### src/rtl/dpq_pkg.sv
// Shared constants, types and codes for the deduplicating priority queue.
`default_nettype none

package dpq_pkg;

	// Queue geometry
	localparam int DEPTH     = 64;
	localparam int PRIO_BITS = 16;
	localparam int DATA_BITS = 16;

	localparam int IDX_W = $clog2(DEPTH);
	localparam int CNT_W = $clog2(DEPTH + 1);

	typedef logic signed [PRIO_BITS-1:0] prio_t;
	typedef logic        [DATA_BITS-1:0] data_t;
	typedef logic        [IDX_W-1:0]     idx_t;
	typedef logic        [CNT_W-1:0]     cnt_t;

	// Item kinds on the input side
	localparam logic MODE_INSERT = 1'b0;
	localparam logic MODE_REMOVE = 1'b1;

	// Result status codes
	typedef logic [2:0] status_t;
	localparam status_t ST_ADDED   = 3'd0;
	localparam status_t ST_FULL    = 3'd1;
	localparam status_t ST_DUP     = 3'd2;
	localparam status_t ST_REMOVED = 3'd3;
	localparam status_t ST_EMPTY   = 3'd4;

	// Scan token handed from cell to cell
	typedef struct packed {
		logic  valid;
		logic  has;
		logic  found;
		prio_t best_prio;
		data_t best_data;
		idx_t  best_idx;
	} tok_t;

	// Broadcast command from the controller to every cell
	typedef struct packed {
		logic  append;
		logic  shift;
		idx_t  shift_idx;
		cnt_t  count;
		prio_t op_prio;
		data_t op_data;
	} cmd_t;

endpackage

`default_nettype wire

### src/rtl/dpq_cell.sv
// One storage cell of the queue: holds an entry and processes the scan token.
`default_nettype none

module dpq_cell (
	input  wire logic          clk,
	input  wire logic          arst_n,
	input  wire dpq_pkg::cnt_t cell_id,
	input  wire dpq_pkg::cmd_t cmd,
	input  wire dpq_pkg::tok_t tin,
	input  wire dpq_pkg::prio_t nxt_prio,
	input  wire dpq_pkg::data_t nxt_data,
	output dpq_pkg::prio_t     prio,
	output dpq_pkg::data_t     data,
	output dpq_pkg::tok_t      tout
);
	import dpq_pkg::*;

	prio_t prio_q;
	data_t data_q;
	tok_t  tok_q;
	tok_t  tok_d;
	logic  in_use;
	logic  match;
	logic  take_mine;
	logic  do_shift;
	logic  do_append;

	assign in_use    = cell_id < cmd.count;
	assign match     = (prio_q == cmd.op_prio) && (data_q == cmd.op_data);
	assign take_mine = !tin.has || (prio_q > tin.best_prio);
	assign do_append = cmd.append && (cell_id == cmd.count);
	assign do_shift  = cmd.shift && (cell_id >= cnt_t'(cmd.shift_idx))
		&& (cnt_t'(cell_id + cnt_t'(1)) < cmd.count);

	// Fold this entry into the passing token; drop it past the last entry
	always_comb begin
		tok_d = tin;
		tok_d.valid = tin.valid && in_use;
		if (tin.valid && in_use) begin
			tok_d.found = tin.found || match;
			tok_d.has   = 1'b1;
			if (take_mine) begin
				tok_d.best_prio = prio_q;
				tok_d.best_data = data_q;
				tok_d.best_idx  = idx_t'(cell_id);
			end
		end
	end

	// Advance the token one cell per cycle
	always_ff @(posedge clk or negedge arst_n) begin
		if (!arst_n) begin
			tok_q <= '0;
		end else begin
			tok_q <= tok_d;
		end
	end

	// Load an appended entry or take the neighbor's entry to close a gap
	always_ff @(posedge clk) begin
		if (do_append) begin
			prio_q <= cmd.op_prio;
			data_q <= cmd.op_data;
		end else if (do_shift) begin
			prio_q <= nxt_prio;
			data_q <= nxt_data;
		end
	end

	assign prio = prio_q;
	assign data = data_q;
	assign tout = tok_q;

endmodule

`default_nettype wire

### config.mk
export PLATFORM = sky130hd
export DESIGN_NAME = dpq_cell
export DESIGN_NICKNAME = d
export VERILOG_FILES = /design/src/rtl/dpq_pkg.sv /design/src/rtl/dpq_cell.sv
export SDC_FILE = /design/constraint.sdc
export NUM_CORES = 1
export LEC_CHECK = 0
export BUFFER_PORTS_ARGS = -buffer_cell sky130_fd_sc_hd__buf_2
export CORE_ASPECT_RATIO = 0.8
export CORE_MARGIN = 4
export CORE_UTILIZATION = 40
export DETAILED_ROUTE_END_ITERATION = 8
export GPL_TIMING_DRIVEN = 0
export PLACE_DENSITY = 0.71
export SYNTH_ARGS = -nofsm -noshare
export SYNTH_HDL_FRONTEND = slang
export SYNTH_SLANG_ARGS = --single-unit
### constraint.sdc
create_clock -name clk -period 2.75 [get_ports clk]
set_clock_uncertainty 0.15 [all_clocks]
set_input_delay 0.55 -clock clk [delete_from_list [all_inputs] [get_ports clk]]
set_output_delay 0.55 -clock clk [all_outputs]
set_load 0.1 [all_outputs]
==> results.py, run 1 <==
metrics = {
    "run_status": {
        "status": "completed",
    },
    "logic_synthesis": {
        "yosys-top-cells-area": "dfrtp_1 24%, edfxtp_1 22%, ha_1 11%, mux2_2 9.2%, xnor2_1 7.4%",
        "synth_commonest_cells": "41 x dfrtp_1, 37 x ha_1, 36 x xnor2_1",
        "yosysMostFrequentCell": "dfrtp_1",
        "syn_inst": 321,
        "synth_top_family_by_area": "multiplexers",
        "ys_seq_area_share_pct": 46.4,
        "ys_ff_latch": 73,
        "ys.flop_type": "dfrtp_1",
        "synthAdderAreaFrac_pct": 10.8,
        "syn_area_per_cell_um2": 13.3,
        "synth-compound-area-share_pct": 4.94,
        "synth.lib_cells_used.distinct": 40,
        "async_flop_share_pct": 56.2,
        "synth_edf_count": 32,
        "netlist_area_um2": 4280,
        "yosysTopAreaCell": "dfrtp_1",
        "yosysTopAreaCellShare_pct": 23.9,
        "synth_simple_gate_area_share_pct": 5.90,
        "synth_xor_xnor_area_share_pct": 7.56,
        "synthMuxAreaShare_pct": 20.2,
        "yosysWarnings": 0,
        "synth.net_count": 487,
    },
    "clock_network": {
        "cts_buffers": 9,
        "cts_root_buf": "clkbuf_16",
        "cts.sinks": 73,
        "cts_tree": "done",
        "clockBufferDepth": 2,
        "hold_buffers": 0,
        "clk_pin_slew_ns": 0.06,
        "clkLatencyLatePin_ns": 0.33,
        "cts_max_level": 3,
    },
    "layout": {
        "drive_above_1_share_pct": 55.6,
        "final_area_um2": 5900,
        "fin_cells": 690,
        "layout.nets": 711,
        "diodes": 0,
        "post-route-util_pct": 56.9,
        "area_growth_pct": 37.7,
    },
    "grt": {
        "overflow": 0,
        "grt_pass1_vias": 3372,
        "grt_use_total_pct": 19.5,
        "grt_pass1_wl_mm": 18.2,
        "grt_max_degree": 42,
        "antenna_found_initial": 0,
    },
    "setup_path": {
        "crit_top_cell": "buf_12",
        "required_ns": 2.81,
        "crit_fanout": 10,
        "crit_type": "register to register",
        "critical_path_arrival_ns": 2.70,
        "reg2reg_depth": 9,
        "critPathTopFamily": "simple AND/OR/NAND/NOR gates",
        "timing.rr.start": "prio[9]",
        "end_kind": "register",
        "r2r_slack_ns": 0.11,
        "path_cells": "ha_1 -> nand4_1 -> nor3_2 -> a21boi_1 -> or4_4 -> nand4_4 -> buf_12 -> buf_12 -> mux2_4",
        "r2r-end": "tout[37]",
        "setup.worst_path.start_class": "register",
        "crit_path_max_incr_delay_ns": 0.52,
        "crit_buf_inv": 2,
        "slowest_stage": "or4_4",
    },
    "floorplan": {
        "rows": 33,
        "ios": 202,
        "die_h_um": 101,
        "design.die.area_um2": 12400,
        "initial_utilization_pct": 41.3,
        "core_um2": 10400,
        "die_x_um": 124,
    },
    "sta": {
        "tns_ns": 0,
        "hold_slack_ns": 0.243,
        "drv_slew": 0,
        "rsz0062_at_grt": "false",
        "worstMarginPinSlew_ns": 0.996,
        "layout_worst_path_cycle_share_pct": 95.9,
        "setup-violations-final": 0,
        "fmax_mhz": 379,
        "hold_viol_final": 0,
        "layout_setup_ws_ns": 0.112,
        "slew_headroom_pct": 33.6,
        "min_period_ns": 2.64,
    },
    "detailed_routing": {
        "drtPass1Iterations": 4,
        "drt_iter0_drc": 107,
        "ant_nets": 0,
        "detailroute.via_count": 3324,
        "viasPerCell": 4.82,
        "drc": 0,
        "routed_wl_mm": 12.1,
        "routedWlPerCell_um": 17.5,
    },
    "pwr": {
        "power_leakage_nw": 2.84,
        "powerDensity_nw_per_um2": 737,
        "vdd_drop_max_mv": 0.554,
        "total_power_mw": 4.35,
    },
    "worst_hold_path": {
        "hp-class": "input pin to async pin",
    },
    "placed_design": {
        "dp.cells": 662,
        "port-buffer-count": 201,
        "place_congestion": 0.795,
        "dpl-instance-area_um2": 5510,
        "dp_hpwl_mm": 9.48,
        "place_ws_ns": -0.984,
    },
    "run": {
        "maxCapViolCount": 0,
    },
}
power by group:
group          switching [mW]  internal [mW]  leakage (nW)
Combinational            1.43          0.476          1.93
Clock                   0.461          0.608         0.135
Sequential             0.0784           1.30         0.775
state kept, by name, summed over array words and instances (netlist names):
name  count
tout     41
data     16
prio     16
area by class of cell:
class	instances	area [um^2]
buffer	7	82.6
multi-input combinational	212	2180
clock buffer	9	225
timing repair buffer	212	1090
clock inverter	7	45.0
inverter	30	113
tap	140	175
sequential	73	1990
fill	903	4460
worst reg2reg max path: cells and delay by family, from the launching register on:
| kind | cells | cell delay (ns) |
|---|---|---|
| AOI/OAI and AO/OA | 1 | 0.13 |
| adders and majority gates | 1 | 0.31 |
| buffers and inverters | 2 | 0.31 |
| DFF | 1 | 0.43 |
| muxes | 1 | 0.31 |
| and+or+nand+nor | 4 | 0.87 |
logic make-up after synthesis:
| group | Yosys count |
|---|---|
| flip-flops | 73 |
| multiplexers | 70 |
| AND/OR/NAND/NOR | 38 |
| XOR/XNOR | 37 |
| buffers and inverters | 37 |
| adder cells (fa/ha/maj) | 37 |
| AO/OA/AOI/OAI | 29 |
worst max path at each step:
stage	from	to	depth (start not counted)
floorplan	prio[1]	tout[36]	9
global placement	cell_id[0]	data[12]	7
detailed placement	cell_id[0]	data[15]	7
CTS	prio[11]	tout[37]	9
global route	prio[9]	tout[37]	9
finish	prio[9]	tout[37]	9
layout by cell type, fill, tap and decap left out, types with 2 or more instances in the layout:
cell type  synthesis  layout
nand3_1            6       6
nand2b_1           3       3
a31o_4             0       2
a21oi_1            7       7
o2111ai_1          2       2
mux2_1            15      15
mux2_4            20      20
nand4_1           13      13
mux2_2            35      35
buf_2              0     201
clkbuf_16          0       9
and3_1             2       2
buf_4              1      12
o21ai_0            2       2
buf_12             2       3
xnor2_1           36      36
ha_1              37      35
a211oi_1           3       3
ha_4               0       2
nor4_1             2       2
edfxtp_1          32      32
inv_1             30      30
clkinv_2           0       4
dfrtp_1           41      41
a21o_1             5       5
o21a_1             2       2
clkbuf_2           0       3
layer usage:
metal	global-route usage [%]	share of wire, %	vias up
met2	32.7	49	116
met1	25.5	43	1579
met5	0	0	-
li1	-	-	1622
met4	4.09	0.66	0
met3	5.11	7.1	7
what timing repair did:
item / in CTS / in global routing
endpoints found under the hold margin: 0 / 0
setup endpoints to repair: 42 / 82
setup buffers: 2 / 9
gates resized for setup: 3 / 6
gates cloned: 1 / 0
pin swaps: 0 / 0
Note: power is estimated with default switching activity, not from simulation.
==> run 2: changes to the inputs <==
--- a/config.mk
+++ b/config.mk
@@ -12,6 +12,7 @@
 export DETAILED_ROUTE_END_ITERATION = 8
 export GPL_TIMING_DRIVEN = 0
 export PLACE_DENSITY = 0.71
+export SLEW_MARGIN = 20
 export SYNTH_ARGS = -nofsm -noshare
 export SYNTH_HDL_FRONTEND = slang
 export SYNTH_SLANG_ARGS = --single-unit
==> constraint.sdc (replaced) <==
create_clock -name clk -period 2.75 [get_ports clk]
set_clock_uncertainty 0.15 [all_clocks]
set_input_delay 0.55 -clock clk [delete_from_list [all_inputs] [get_ports clk]]
set_output_delay 0.55 -clock clk [all_outputs]
set_load 0.05 [all_outputs]
==> run 2 against run 1 <==
The flow now finishes with violations (negative hold slack). Largest cell class unchanged. Via count increased by 1.7%. Utilization increased by 0.36 points. Sequential power about the same. Power decreased by 8.2%. Sequential share of layout area decreased by 0.21 points. Clock-buffer cell count increased by 2.
==> results.py, run 2 (synthesized netlist as in run 1, its figures left out) <==
metrics = {
    "setup_path": {
        "setup.worst_path.start_class": "register",
        "critical_path_arrival_ns": 2.74,
        "end_kind": "register",
        "path_cells": "ha_1 -> nand4_2 -> nor3_2 -> a21boi_1 -> or4_4 -> nand4_4 -> buf_12 -> buf_12 -> mux2_4",
        "crit_path_max_incr_delay_ns": 0.52,
        "crit_top_cell": "buf_12",
        "crit_type": "register to register",
        "required_ns": 2.81,
        "crit_buf_inv": 2,
        "crit_fanout": 10,
        "slowest_stage": "or4_4",
        "critPathTopFamily": "simple AND/OR/NAND/NOR gates",
    },
    "grt": {
        "grt_use_total_pct": 19.5,
        "grt_max_degree": 42,
        "grt_pass1_vias": 3567,
        "grt_pass1_wl_mm": 18.2,
        "overflow": 0,
        "antenna_found_initial": 0,
    },
    "detailed_routing": {
        "wl_met3_mm": 1.01,
        "detailroute.via_count": 3382,
        "drtPass1Iterations": 4,
        "routedWlPerCell_um": 17.4,
        "routed.top_layer": "met4",
        "routed_wl_mm": 12.0,
        "routed-wl-met2_mm": 5.96,
        "ant_nets": 0,
        "viasPerCell": 4.90,
        "drt_iter0_drc": 111,
        "wl_met1_mm": 4.85,
        "drc": 0,
    },
    "layout": {
        "area_growth_pct": 38.6,
        "layout_commonest_cell": "buf_2",
        "diodes": 0,
        "largest_reg_flops": 41,
        "fillers": 896,
        "post-route-util_pct": 57.3,
        "layout.nets": 711,
        "final_cell_mix": "201 x buf_2, 41 x dfrtp_1, 37 x ha_1",
        "drive_above_1_share_pct": 54.9,
    },
    "pwr": {
        "powerDensity_nw_per_um2": 672,
        "total_power_mw": 3.99,
        "power_leakage_nw": 2.87,
        "vdd_drop_max_mv": 0.411,
    },
    "clock_network": {
        "clk_pin_slew_ns": 0.06,
        "cts_max_level": 3,
        "cts_root_buf": "clkbuf_16",
        "hold_buffers": 0,
        "clockBufferDepth": 2,
        "cts_buffers": 9,
        "clkLatencyLatePin_ns": 0.33,
        "cts_tree": "done",
        "cts.sinks": 73,
    },
    "placed_design": {
        "place_congestion": 0.799,
        "dp_hpwl_mm": 9.53,
        "port-buffer-count": 201,
    },
    "worst_hold_path": {
        "hp-class": "input pin to async pin",
    },
    "run_status": {
        "status": "complete, but fails checks",
        "violations": "negative hold slack",
    },
    "sta": {
        "slew_headroom_pct": 68.8,
        "worstMarginPinSlew_ns": 0.463,
        "fmax_mhz": 373,
        "hold_viol_final": 2,
        "hold_slack_ns": -0.00352,
        "tns_ns": 0,
        "rsz0062_at_grt": "false",
        "min_period_ns": 2.68,
        "drv_slew": 0,
        "setup-violations-final": 0,
        "layout_worst_path_cycle_share_pct": 97.4,
    },
    "run": {
        "maxCapViolCount": 0,
    },
    "floorplan": {
        "core_um2": 10400,
        "die_x_um": 124,
        "die_h_um": 101,
        "rows": 33,
        "initial_utilization_pct": 41.3,
        "design.die.area_um2": 12400,
        "ios": 202,
    },
}
## run 2: worst paths after layout
check	end	cells past startpoint	from	slack, ns
setup / recovery	tout[34]	9	prio[13]	0.07
hold reg to reg	tout[12]	1	data[6]	0.39
hold / removal	tout[5]	1	arst_n	-0.004
min in group clk	tout[38]	2	tin[38]	0.26
max in group asynchronous	tout[16]	2	arst_n	1.97
setup reg to reg	tout[34]	9	prio[13]	0.07
## run 2: power breakdown
part / total (mW) / internal [mW] / leakage (nW) / switching, mW
clock network: 1.27 / 0.818 / 0.158 / 0.449
registers: 1.38 / 1.30 / 0.775 / 0.0805
logic: 1.35 / 0.475 / 1.94 / 0.872
## run 2: per-layer routing
layer	global-route usage (%)	vias up
li1	-	1623
met1	23.9	1613
met2	32.8	131
met3	6.68	15
met4	5.45	0
met5	0	-
## run 2: final cells by class
type,count,area [um^2],share of cell area (%)
Sequential cell,73,1990,33.5
Timing Repair Buffer,212,1100,18.5
Clock buffer,11,243,4.09
Buffer,7,82.6,1.39
Multi-Input combinational cell,212,2160,36.4
Clock inverter,5,77.6,1.31
Inverter,30,113,1.90
Tap cell,140,175,2.95
## run 2: stage by stage
stage          setup slack, ns  cells  area [um^2]
2_1_floorplan          -0.0396    321         4300
3_3_place_gp             -1.02    662         5490
3_5_place_dp             -1.05    662         5490
4_1_cts                0.00133    679         5830
5_1_grt                0.00807    690         5940
6_report                0.0723    690         5940
## run 2: worst register-to-register path, delay by kind of cell (launching register included)
kind                     cells  cell delay, ns
multiplexers                 1            0.30
buffers and inverters        2            0.31
AO/OA/AOI/OAI                1            0.13
adder cells (fa/ha/maj)      1            0.34
AND/OR/NAND/NOR              4            0.84
flip-flops                   1            0.47
## run 2: repair_timing
action                                  in CTS  in global routing
gates resized for setup                      4                  4
cloned                                       1                  0
endpoints found under the setup margin      51                 64
buffers inserted                             0                 10
